--- src/rtl/fpba_pkg.sv ---
// Package for the fit policy block allocator.
// Holds the controller state type, operation and policy codes, and register indexes.
// No dependencies.
`timescale 1ns / 1ps

package fpba_pkg;

  // Item operations.
  localparam logic OP_LOAD  = 1'b0;
  localparam logic OP_ALLOC = 1'b1;

  // Placement policies held in the fit_method register.
  localparam logic [1:0] FIT_FIRST = 2'd0;
  localparam logic [1:0] FIT_BEST  = 2'd1;
  localparam logic [1:0] FIT_WORST = 2'd2;

  // Configuration register indexes.
  localparam logic CFG_FIT_METHOD  = 1'b0;
  localparam logic CFG_BLOCK_COUNT = 1'b1;

  typedef enum logic [1:0] {
    ST_IDLE,
    ST_SCAN,
    ST_RESP
  } fpba_state_t;

endpackage

--- src/rtl/fpba_mem.sv ---
// Block table memory: one synchronous write port and one registered read port.
// Each entry holds the used flag above the block size. Uses no package items.
`timescale 1ns / 1ps

module fpba_mem #(
  parameter int NUM_BLOCKS = 32,
  parameter int SIZE_BITS  = 16
) (
  input  logic                          clk,
  input  logic                          we,
  input  logic [$clog2(NUM_BLOCKS)-1:0] waddr,
  input  logic [SIZE_BITS:0]            wdata,
  input  logic                          re,
  input  logic [$clog2(NUM_BLOCKS)-1:0] raddr,
  output logic [SIZE_BITS:0]            rdata
);

  logic [SIZE_BITS:0] mem [NUM_BLOCKS];

  always_ff @(posedge clk) begin
    if (we) begin
      mem[waddr] <= wdata;
    end
  end

  always_ff @(posedge clk) begin
    if (re) begin
      rdata <= mem[raddr];
    end
  end

endmodule

--- src/rtl/fpba_scan.sv ---
// Allocator controller: takes items, writes loads, scans the table one entry per cycle,
// keeps the current pick and commits it. Depends on fpba_pkg and drives fpba_mem.
`timescale 1ns / 1ps

module fpba_scan
  import fpba_pkg::*;
#(
  parameter int NUM_BLOCKS = 32,
  parameter int SIZE_BITS  = 16
) (
  input  logic                                clk,
  input  logic                                rst,
  input  logic                                in_valid,
  output logic                                in_ready,
  input  logic                                operation,
  input  logic [$clog2(NUM_BLOCKS)-1:0]       block_index,
  input  logic [SIZE_BITS-1:0]                block_size,
  input  logic [SIZE_BITS-1:0]                request_size,
  input  logic [1:0]                          fit_method,
  input  logic [$clog2(NUM_BLOCKS+1)-1:0]     block_count,
  output logic                                res_valid,
  input  logic                                res_ready,
  output logic                                res_alloc,
  output logic [$clog2(NUM_BLOCKS)-1:0]       res_index,
  output logic [SIZE_BITS-1:0]                res_frag,
  output logic                                mem_we,
  output logic [$clog2(NUM_BLOCKS)-1:0]       mem_waddr,
  output logic [SIZE_BITS:0]                  mem_wdata,
  output logic                                mem_re,
  output logic [$clog2(NUM_BLOCKS)-1:0]       mem_raddr,
  input  logic [SIZE_BITS:0]                  mem_rdata
);

  localparam int AW = $clog2(NUM_BLOCKS);
  localparam int CW = $clog2(NUM_BLOCKS + 1);

  fpba_state_t state, state_next;

  logic [SIZE_BITS-1:0] req;
  logic [1:0]           method;
  logic [AW-1:0]        eval_idx;
  logic                 found;
  logic [AW-1:0]        pick_idx;
  logic [SIZE_BITS-1:0] pick_left;
  logic [SIZE_BITS-1:0] pick_size;

  logic [CW-1:0]        n_clamp;
  logic                 accept;
  logic                 start_scan;
  logic                 load_ok;
  logic                 rd_used;
  logic [SIZE_BITS-1:0] rd_size;
  logic [SIZE_BITS-1:0] left;
  logic                 cand;
  logic                 take;
  logic                 last;
  logic                 scan_done;
  logic                 res_fire;

  assign n_clamp = (block_count > CW'(NUM_BLOCKS)) ? CW'(NUM_BLOCKS) : block_count;
  assign accept  = in_valid && in_ready;
  assign load_ok = CW'(block_index) < CW'(NUM_BLOCKS);
  assign start_scan = accept && (operation == OP_ALLOC) && (fit_method != 2'd3)
                      && (n_clamp != '0);

  assign rd_used = mem_rdata[SIZE_BITS];
  assign rd_size = mem_rdata[SIZE_BITS-1:0];
  assign left    = rd_size - req;
  assign cand    = !rd_used && (rd_size >= req);
  assign take    = cand && (!found
                   || ((method == FIT_BEST) && (left < pick_left))
                   || ((method == FIT_WORST) && (left > pick_left)));
  assign last      = (CW'(eval_idx) + CW'(1)) == n_clamp;
  assign scan_done = (cand && (method == FIT_FIRST)) || last;
  assign res_fire  = res_valid && res_ready;

  // Next state.
  always_comb begin
    state_next = state;
    unique case (state)
      ST_IDLE: begin
        if (start_scan) begin
          state_next = ST_SCAN;
        end else if (accept) begin
          state_next = ST_RESP;
        end
      end
      ST_SCAN: begin
        if (scan_done) begin
          state_next = ST_RESP;
        end
      end
      ST_RESP: begin
        if (res_fire) begin
          state_next = ST_IDLE;
        end
      end
      default: state_next = ST_IDLE;
    endcase
  end

  // Outputs and memory port control.
  always_comb begin
    in_ready  = 1'b0;
    res_valid = 1'b0;
    mem_we    = 1'b0;
    mem_waddr = block_index;
    mem_wdata = {1'b0, block_size};
    mem_re    = 1'b0;
    mem_raddr = '0;
    unique case (state)
      ST_IDLE: begin
        in_ready = 1'b1;
        mem_we   = accept && (operation == OP_LOAD) && load_ok;
        mem_re   = start_scan;
      end
      ST_SCAN: begin
        mem_re    = !scan_done;
        mem_raddr = eval_idx + AW'(1);
      end
      ST_RESP: begin
        res_valid = 1'b1;
        mem_we    = res_fire && found;
        mem_waddr = pick_idx;
        mem_wdata = {1'b1, pick_size};
      end
      default: begin
        in_ready = 1'b0;
      end
    endcase
  end

  assign res_alloc = found;
  assign res_index = pick_idx;
  assign res_frag  = pick_left;

  always_ff @(posedge clk) begin
    if (rst) begin
      state <= ST_IDLE;
    end else begin
      state <= state_next;
    end
  end

  // Scan datapath; a fresh item clears the pick so a miss reports zeros.
  always_ff @(posedge clk) begin
    if (accept) begin
      req       <= request_size;
      method    <= fit_method;
      eval_idx  <= '0;
      found     <= 1'b0;
      pick_idx  <= '0;
      pick_left <= '0;
    end else if (state == ST_SCAN) begin
      eval_idx <= eval_idx + AW'(1);
      if (take) begin
        found     <= 1'b1;
        pick_idx  <= eval_idx;
        pick_left <= left;
        pick_size <= rd_size;
      end
    end
  end

  a_no_port_clash: assert property (@(posedge clk) disable iff (rst)
    !(mem_we && mem_re))
    else $error("table read and write issued in the same cycle");

  a_scan_ends_in_resp: assert property (@(posedge clk) disable iff (rst)
    (state == ST_SCAN) |=> (state == ST_SCAN || state == ST_RESP))
    else $error("scan left without a response");

  a_miss_is_zero: assert property (@(posedge clk) disable iff (rst)
    (state == ST_RESP && !found) |-> (pick_idx == '0 && pick_left == '0))
    else $error("miss or load result carries nonzero fields");

endmodule

--- src/rtl/fit_policy_block_allocator.sv ---
// Top level of the fit policy block allocator: configuration registers and output register.
// Depends on fpba_pkg, fpba_mem and fpba_scan.
`timescale 1ns / 1ps

// Usage
// The input channel (in_valid/in_ready) carries one item per transfer. A load item
// (operation 0) writes block_size into entry block_index and marks that block free.
// An allocate item (operation 1) asks for request_size; the block picks a free entry
// among the first block_count that is large enough, by the fit_method policy (first,
// best or worst fit, ties to the lower index), marks it used and reports its index and
// the leftover fragment. Every item yields exactly one result transfer on the output
// channel (out_valid/out_ready); loads and misses report all zeros.
// Timing: a load goes from its input transfer straight to the response state. An allocate
// first scans n entries (block_count clamped to NUM_BLOCKS, or fewer when first fit stops
// at its hit); the table memory is read one entry per cycle and that single read port
// sets the rate. An unknown policy or empty table goes straight to the response state.
// The result sits in an output register, so the next item is accepted while a result
// waits; a stalled receiver holds the result and, once the next item finishes, stalls the
// controller until the register is free. Reset clears the registers to first fit and zero
// blocks and empties the pipeline; table entries must be loaded before use. Configuration
// writes (cfg_write) take effect at once; the user makes them only while idle, unenforced.

module fit_policy_block_allocator
  import fpba_pkg::*;
#(
  parameter int NUM_BLOCKS = 32,
  parameter int SIZE_BITS  = 16
) (
  input  logic                                                  clk,
  input  logic                                                  rst,
  input  logic                                                  cfg_write,
  input  logic                                                  cfg_index,
  input  logic [(($clog2(NUM_BLOCKS+1) > 2) ? $clog2(NUM_BLOCKS+1) : 2)-1:0] cfg_data,
  input  logic                                                  in_valid,
  output logic                                                  in_ready,
  input  logic                                                  operation,
  input  logic [$clog2(NUM_BLOCKS)-1:0]                         block_index,
  input  logic [SIZE_BITS-1:0]                                  block_size,
  input  logic [SIZE_BITS-1:0]                                  request_size,
  output logic                                                  out_valid,
  input  logic                                                  out_ready,
  output logic                                                  allocated,
  output logic [$clog2(NUM_BLOCKS)-1:0]                         granted_index,
  output logic [SIZE_BITS-1:0]                                  fragment
);

  localparam int AW = $clog2(NUM_BLOCKS);
  localparam int CW = $clog2(NUM_BLOCKS + 1);

  // Configuration registers.
  logic [1:0]    fit_method;
  logic [CW-1:0] block_count;

  // Controller result and memory port.
  logic                 res_valid;
  logic                 res_ready;
  logic                 res_alloc;
  logic [AW-1:0]        res_index;
  logic [SIZE_BITS-1:0] res_frag;
  logic                 mem_we;
  logic [AW-1:0]        mem_waddr;
  logic [SIZE_BITS:0]   mem_wdata;
  logic                 mem_re;
  logic [AW-1:0]        mem_raddr;
  logic [SIZE_BITS:0]   mem_rdata;

  always_ff @(posedge clk) begin
    if (rst) begin
      fit_method  <= FIT_FIRST;
      block_count <= '0;
    end else if (cfg_write) begin
      if (cfg_index == CFG_FIT_METHOD) begin
        fit_method <= cfg_data[1:0];
      end else if (cfg_index == CFG_BLOCK_COUNT) begin
        block_count <= cfg_data[CW-1:0];
      end
    end
  end

  fpba_mem #(
    .NUM_BLOCKS (NUM_BLOCKS),
    .SIZE_BITS  (SIZE_BITS)
  ) u_mem (
    .clk   (clk),
    .we    (mem_we),
    .waddr (mem_waddr),
    .wdata (mem_wdata),
    .re    (mem_re),
    .raddr (mem_raddr),
    .rdata (mem_rdata)
  );

  fpba_scan #(
    .NUM_BLOCKS (NUM_BLOCKS),
    .SIZE_BITS  (SIZE_BITS)
  ) u_scan (
    .clk          (clk),
    .rst          (rst),
    .in_valid     (in_valid),
    .in_ready     (in_ready),
    .operation    (operation),
    .block_index  (block_index),
    .block_size   (block_size),
    .request_size (request_size),
    .fit_method   (fit_method),
    .block_count  (block_count),
    .res_valid    (res_valid),
    .res_ready    (res_ready),
    .res_alloc    (res_alloc),
    .res_index    (res_index),
    .res_frag     (res_frag),
    .mem_we       (mem_we),
    .mem_waddr    (mem_waddr),
    .mem_wdata    (mem_wdata),
    .mem_re       (mem_re),
    .mem_raddr    (mem_raddr),
    .mem_rdata    (mem_rdata)
  );

  // Output register: free when empty or when its result transfers this cycle.
  assign res_ready = !out_valid || out_ready;

  always_ff @(posedge clk) begin
    if (rst) begin
      out_valid <= 1'b0;
    end else if (res_valid && res_ready) begin
      out_valid <= 1'b1;
    end else if (out_ready) begin
      out_valid <= 1'b0;
    end
  end

  always_ff @(posedge clk) begin
    if (res_valid && res_ready) begin
      allocated     <= res_alloc;
      granted_index <= res_index;
      fragment      <= res_frag;
    end
  end

  a_result_lands: assert property (@(posedge clk) disable iff (rst)
    (res_valid && res_ready) |=> out_valid)
    else $error("result handed over but output register not loaded");

  a_no_overwrite: assert property (@(posedge clk) disable iff (rst)
    (out_valid && !out_ready) |-> !(res_valid && res_ready))
    else $error("pending result overwritten");

endmodule

--- config.mk ---
export PLATFORM = sky130hd
export DESIGN_NAME = fit_policy_block_allocator
export DESIGN_NICKNAME = d
export VERILOG_FILES = /design/src/rtl/fpba_pkg.sv /design/src/rtl/fpba_mem.sv /design/src/rtl/fpba_scan.sv /design/src/rtl/fit_policy_block_allocator.sv
export SDC_FILE = /design/constraint.sdc
export NUM_CORES = 1
export LEC_CHECK = 0
export ABC_AREA = 1
export BUFFER_PORTS_ARGS = -buffer_cell sky130_fd_sc_hd__buf_2
export CAP_MARGIN = 25
export CORE_UTILIZATION = 65
export CTS_BUF_LIST = sky130_fd_sc_hd__clkbuf_4 sky130_fd_sc_hd__clkbuf_8
export CTS_CLUSTER_SIZE = 25
export DETAILED_ROUTE_END_ITERATION = 8
export GPL_ROUTABILITY_DRIVEN = 1
export PLACE_DENSITY = 0.9
export SYNTH_ARGS = -nofsm -noshare
export SYNTH_HDL_FRONTEND = slang
export SYNTH_SLANG_ARGS = --single-unit
--- constraint.sdc ---
create_clock -name clk -period 4.8 [get_ports clk]
set_input_delay 0.48 -clock clk [delete_from_list [all_inputs] [get_ports clk]]
set_output_delay 0.48 -clock clk [all_outputs]
set_load 0.1 [all_outputs]
Yosys cells after proc, flatten, opt, wreduce, memory -nomap -nowiden
Memories as Yosys holds them, arrays and structs flattened. A register that Yosys moved wholly into a read port is not among the register bits. Cells that the tools add are included.

Bits in registers: 94. Bits in writable memories: 544. Input bits: 50. Output and inout port bits: 24. Word-level logic and storage cells: 80. Memories kept: 1.

Memory list: u_mem.mem (depth 32, bits a word 17, rd ports 1, clocked after Yosys merged registers in 1, write ports 1, RTL line fpba_mem.sv:18) `logic [SIZE_BITS:0] mem [NUM_BLOCKS];`.

Add/sub/neg operators: 3. $lt $le $gt $ge: 4. Equal/unequal tests: 9. Multiplexer cells: 17. Bitwise logic cells: 3. Reduce and logical (&&, ||, !) cells: 29.

Operator list (number): two-way mux 17 bit (1); >= comparator 16 bit (1); greater-than comparator 16 bit (1); < comparator 16 bit (1); subtractor 16 bit (1); logical AND 1 bit (12); two-way mux 5 bit (2); two-way mux 2 bit (4); adder 5 x 1 -> 6 bit (second input constant) (1); equality test 6 bit (1); greater-than comparator 6 bit (second input constant) (1); two-way mux 1 bit (6); two-way mux 6 bit (1); case mux 2 bit (3 select lines) (1); AND reduction 2 bit (3); AND reduction 3 bit (2); nonzero test 6 bit (1); adder 5 x 1 -> 5 bit (second input constant) (1); equality test 2 x 1 -> 1 bit (second input constant) (2); equality test 2 bit (second input constant) (2); zero test 1 bit (4); zero test 2 bit (2); logical OR 1 bit (4); != test 2 x 1 -> 1 bit (second input constant) (2); other kinds (5) (8).

Longest topological paths before layout
Depth after elaboration: 8. Mapped depth: 26. Mapped depth without buffers: 25.

By module
Synthesis repeated with hierarchy kept, for this count alone.

Cell total of the unflattened synthesis: 2533. Area total of the unflattened synthesis: 27744.1 um^2.

Modules (own cells, without submodules): fpba_mem (instances 1, cells each 1902, area each 22549.1 um^2, seq. area each 16846.2 um^2); fpba_scan (instances 1, cells each 559, area each 4146.5 um^2, seq. area each 1601.5 um^2); fit_policy_block_allocator (instances 1, cells each 72, area each 1048.5 um^2, seq. area each 840.8 um^2).

Least setup slack after synthesis
OpenSTA, ideal clock, no wires.

Kind: register -> register. From: reg u_scan.state[1]. To: mem u_mem.mem[0][0] in the netlist's numbering (enable). Arrival: 3.411 ns. Required time: 4.410 ns. Slack: 0.998 ns. Cell stages (with the launch flop): 6. Buffers on the path: 0. Cells stage by stage: dfxtp_1 nor2_1 nand2_1 o21ai_1 nand3_1 nor2_1.

Word-level cells in the longest chain between the ends: 7.

RTL lines: start: declaration (RTL line fpba_scan.sv:37) `fpba_state_t state, state_next;`; start signal: assignment (RTL line fpba_scan.sv:141) `state <= state_next;`; zero test 2 bit (RTL line fpba_scan.sv:111) `unique case (state)`; two-way mux 1 bit (RTL line fpba_scan.sv:111); named net in_ready (RTL line fit_policy_block_allocator.sv:35) `output logic in_ready,`; logical AND 1 bit (RTL line fpba_scan.sv:61) `assign accept = in_valid && in_ready;`; logical AND 1 bit (RTL line fpba_scan.sv:114) `mem_we = accept && (operation == OP_LOAD) && load_ok;`; case mux 1 bit (2 select lines) (RTL line fpba_scan.sv:111); two-way mux 1 bit (RTL line fpba_mem.sv:21) `if (we) begin`; two-way mux 1 bit (not written as such) (RTL line fpba_mem.sv:22) `mem[waddr] <= wdata;`; end: declaration (RTL line fpba_mem.sv:18).

The timed path passes the listed nets, and every way through them passes these cells.

Worst setup path after layout
From: reg u_mem.rdata[0], read port of u_mem.mem. To: reg u_scan.pick_size[10] (enable).

Word-level cells in the longest chain between the ends: 7.

RTL lines: start: declaration (RTL line fpba_mem.sv:15) `output logic [SIZE_BITS:0] rdata`; subtractor 16 bit (*) (RTL line fpba_scan.sv:68) `assign left = rd_size - req;`; named net u_scan.left[10] (RTL line fpba_scan.sv:53) `logic [SIZE_BITS-1:0] left;`; < comparator 16 bit (RTL line fpba_scan.sv:71) `|| ((method == FIT_BEST) && (left < pick_left))`; logical AND 1 bit (RTL line fpba_scan.sv:71); logical OR 1 bit (RTL line fpba_scan.sv:71); logical OR 1 bit (*) (RTL line fpba_scan.sv:72) `|| ((method == FIT_WORST) && (left > pick_left)));`; logical AND 1 bit (*) (RTL line fpba_scan.sv:70) `assign take = cand && (!found`; AND reduction 3 bit (no line) (*); end signal: assignment (RTL line fpba_scan.sv:160) `pick_size <= rd_size;`; end: declaration (RTL line fpba_scan.sv:45) `logic [SIZE_BITS-1:0] pick_size;`.

Mark *: on every way through the listed nets, which the timed path passes. The rest lies on a longest branch. A chain may end at the register's enable or synchronous reset.

==> results by group <==
Finish
  – Number of inserted diodes: 0
  – Final nets: 2538
  – Layout cells sized above 1: 13.5%
  – Area Overhead vs Synth: 11.7%
  – Final Instance Count excl. Fillers: 3063

GRT
  – Total track usage: 32.9%
  – Largest net degree at the start of global routing: 134
  – Total grt overflow: 0
  – Vias in the first global route: 19400
  – Global-route wire length before repair: 107000 µm
  – Initial antenna violation count: 0

Pwr
  – Sequential power share: 50.4%
  – P_int: 9.59 mW
  – Peak supply drop: 225 µV
  – Pwr per Cell Area: 437 nW/µm²
  – Leakage Power: 11.1 nW
  – Clock power frac: 33.5%
  – Combinational share of power: 16.1%
  – Psw: 3.82 mW
  – Switching Fraction: 28.5%

Synth
  – Mapped Area: 27500 µm²
  – Gate Count Post-Synth: 2320
  – Most frequent cells after synthesis: edfxtp_1 (617), nor2_1 (373), nand2_1 (287)
  – Most frequent cell after synthesis: edfxtp_1
  – Cell taking the most area after synthesis: edfxtp_1
  – Unique masters post-synth: 38
  – Synth Register Bits: 655
  – Synthesized area per cell: 11.8 µm²
  – Most used DFF post-synth: edfxtp_1
  – Seq/Total Area, Yosys: 70.3%
  – Syn Nets: 2404
  – Synth top area share: 67.5%
  – YS warnings: 0
  – EDFF count, synth: 617
  – Ranking of synthesized cells by area: edfxtp_1 (67%), nor2_1 (5.1%), o21ai_0 (4.3%)
  – Asr flop ratio synth: 0%

Timing
  – Endpoints failing hold: 0
  – Period minus WS final: 3780 ps
  – Finish-stage setup viols: 0
  – Clock skew: 42.9 ps
  – Tcrit/Tclk final: 78.8%
  – Relative slew slack: 27.9%
  – Setup TNS: 0 ps
  – RSZ-0062 raised after global routing: false
  – Fmax: 264 MHz
  – Fin. max-slew vios: 0
  – Worst Tran Pin Value: 1080 ps

Floorplanning
  – Core ar.: 41200 µm²
  – Initial Utilization: 66.6%
  – Die width: 208 µm
  – Row count: 74
  – Die Ht: 208 µm
  – Die Footprint: 43100 µm²
  – Num ports: 74

Worst setup path
  – Reg2Reg Depth: 23
  – Kind of critical path: flip-flop to flip-flop
  – Reg-to-Reg End: u_scan.pick_size[10]$_DFFE_PP_
  – Slowest stage cell, crit path: inv_1
  – Crit end category: flip-flop
  – Crit-path cells: inv_1, ha_1, inv_1, fa_1, nand2_1, nand2_1, nand3_1, nand2_1, nand2_1, nand2_1, xor2_1, inv_1, ha_1, nand3_1, nor2_1, nand2_1, inv_1, nand2_1, nand2_1, nand2_1, nand3_1, nand2_1, inv_1
  – Worst-path fanout max: 16
  – Worst EP arrival: 4080 ps
  – Worst reg2reg startpoint: u_mem.rdata[0]$_DFFE_PP_
  – Largest stage delay, worst path: 550 ps
  – R2R Setup Slk: 1020 ps
  – Crit path required time: 5100 ps
  – Crit-path most repeated cell: nand2_1
  – Nature of the critical path startpoint: flip-flop

Routing
  – Number of vias per cell: 6.42
  – Initial DRC Count: 3303
  – Antenna-violating nets left: 0
  – Drt first pass iters: 8
  – DRC violations left: 2
  – Wire length per cell: 23.1 µm
  – Detailed Route WL: 70900 µm
  – Vias: 19700

Worst hold path
  – Worst Hold End: u_scan.req[0]$_DFFE_PP_
  – Hold Path Origin: request_size[0]
  – Worst Hold Depth: 1
  – Hold/Removal Path Class: input port to flip-flop

CTS
  – TritonCTS Buffers: 100
  – CTS root buffer: clkbuf_8
  – Clock buffer depth: 3
  – Reg clk slew, reported paths: 60 ps
  – Post-CTS Setup Inserts: 0
  – H-tree lvl count: 3
  – CTS tree: done
  – Clk sinks: 655
  – Worst skew pair latency: 680 ps

Run status
  – Outcome: finished, violations left
  – Failing checks: DRC

Placed design
  – Input/output buffers: 73
  – DP Wirelength: 41500 µm
  – Placed Instances: 2867
  – RePlAce Congestion: 0.886

Flow run
  – Max Cap Violations: 0
[metal layers]
layer  part of all wire, %  routed length [µm]  GRT usage, %
met1                    33               23700          41.4
met3                    14                9570          7.88
met2                    48               33900          52.7
met4                   5.2                3670          18.8
met5                     0                   0             0
[metrics by stage]
step                      instance area [µm²]  hold WS (ps)  setup WS [ps]  power, mW  utilization [%]
after floorplan                         27500           425            998       8.20                -
after global placement                  28400           433           1090       8.80             69.0
after detailed placement                28500           441           1040       8.93             69.3
after CTS                               30600          6.55           1030       13.3             74.4
after global routing                    30700          17.2            698       13.8             74.4
final                                   30700          37.9           1020       13.4             74.4
[cell type report]
cell class                 instances  area [µm²]
clock buffer                     139        1690
multi-input combinational       1413        7130
sequential                       655       19300
fill                            2268       10500
clock inverter                    40         236
tap                              532         666
timing repair buffer             158        1170
inverter                         126         474
[worst max-delay path, delay by kind of cell (launching register included)]
family | cells | cell delay (ps)
xor gates and xnor gates | 1 | 200
buffers and inverters | 5 | 820
adders and majority gates | 3 | 870
and+or+nand+nor | 14 | 1120
DFF | 1 | 390
[timing repair]
item,4_1_cts,5_1_grt
endpoints found under the hold margin,17,0
gates resized for setup,0,0
hold buffers,16,0
[sequential cells by signal, indices dropped and copies added (netlist names)]
register / flops
u_mem.mem: 544
u_mem.rdata: 17
fragment: 16
u_scan.pick_size: 16
u_scan.req: 16
u_scan.res_frag: 16
block_count: 6
granted_index: 5
u_scan.eval_idx: 5
u_scan.res_index: 5
fit_method: 2
u_scan.method: 2
u_scan.state: 2
allocated: 1
out_valid: 1
u_scan.res_alloc: 1
[placed cells by master (no fill, tap or decap), types with 2 or more instances in the layout]
cell type	netlist	routed
o21a_1	12	12
or2_0	13	13
o21ai_0	236	236
buf_16	0	2
clkinv_2	0	8
inv_2	6	5
nand2_2	3	2
buf_2	59	73
a21oi_1	82	82
bufinv_16	0	2
inv_1	119	119
buf_8	0	5
clkbuf_8	0	104
nand4_1	6	6
nor2_2	1	2
nand3b_1	5	5
or2_1	23	23
clkinvlp_4	0	4
o211ai_1	123	123
dfxtp_1	38	38
ha_1	33	33
xor2_1	8	8
nor2_4	4	6
nand2_1	287	286
o22ai_1	14	14
o221ai_1	10	10
nor2_1	373	370
clkinv_1	1	26
buf_4	4	58
o21ai_1	33	33
dlygate4sd3_1	0	16
edfxtp_1	617	617
or2_2	27	27
buf_12	0	4
nand3_1	113	113
clkbuf_4	0	35
[kinds of logic after synthesis]
group / count (synthesis) / share of synthesized area (%)
flip-flops: 655 / 70.3
XOR/XNOR: 9 / 0.287
AO/OA/AOI/OAI: 512 / 10.8
AND/OR/NAND/NOR: 858 / 13.2
adder cells (fa/ha/maj): 34 / 1.58
buffers and inverters: 252 / 3.94
[worst max-delay path by stage]
stage                                       startpoint                              to  slack (ps)
after floorplan           u_scan.state[1]$_SDFFE_PP0P_       u_mem.mem[0][0]$_DFFE_PP_        1000
final                         u_mem.rdata[0]$_DFFE_PP_  u_scan.pick_size[10]$_DFFE_PP_        1020
after global routing          u_mem.rdata[2]$_DFFE_PP_  u_scan.pick_size[10]$_DFFE_PP_         700
after global placement        u_mem.rdata[2]$_DFFE_PP_  u_scan.pick_size[11]$_DFFE_PP_        1090
after CTS                     u_mem.rdata[0]$_DFFE_PP_  u_scan.pick_size[10]$_DFFE_PP_        1030
after detailed placement      u_mem.rdata[0]$_DFFE_PP_  u_scan.pick_size[15]$_DFFE_PP_        1040
[power groups by stage]
stage | Clock (mW) | Sequential (mW) | Combinational [mW]
floorplan | 0 | 7.06 | 1.14
global placement | 0 | 6.87 | 1.93
detailed placement | 0 | 6.87 | 2.06
CTS | 4.49 | 6.76 | 2.09
global route | 4.73 | 6.77 | 2.30
finish | 4.49 | 6.76 | 2.16
Note: power is estimated with default switching activity, not from simulation.
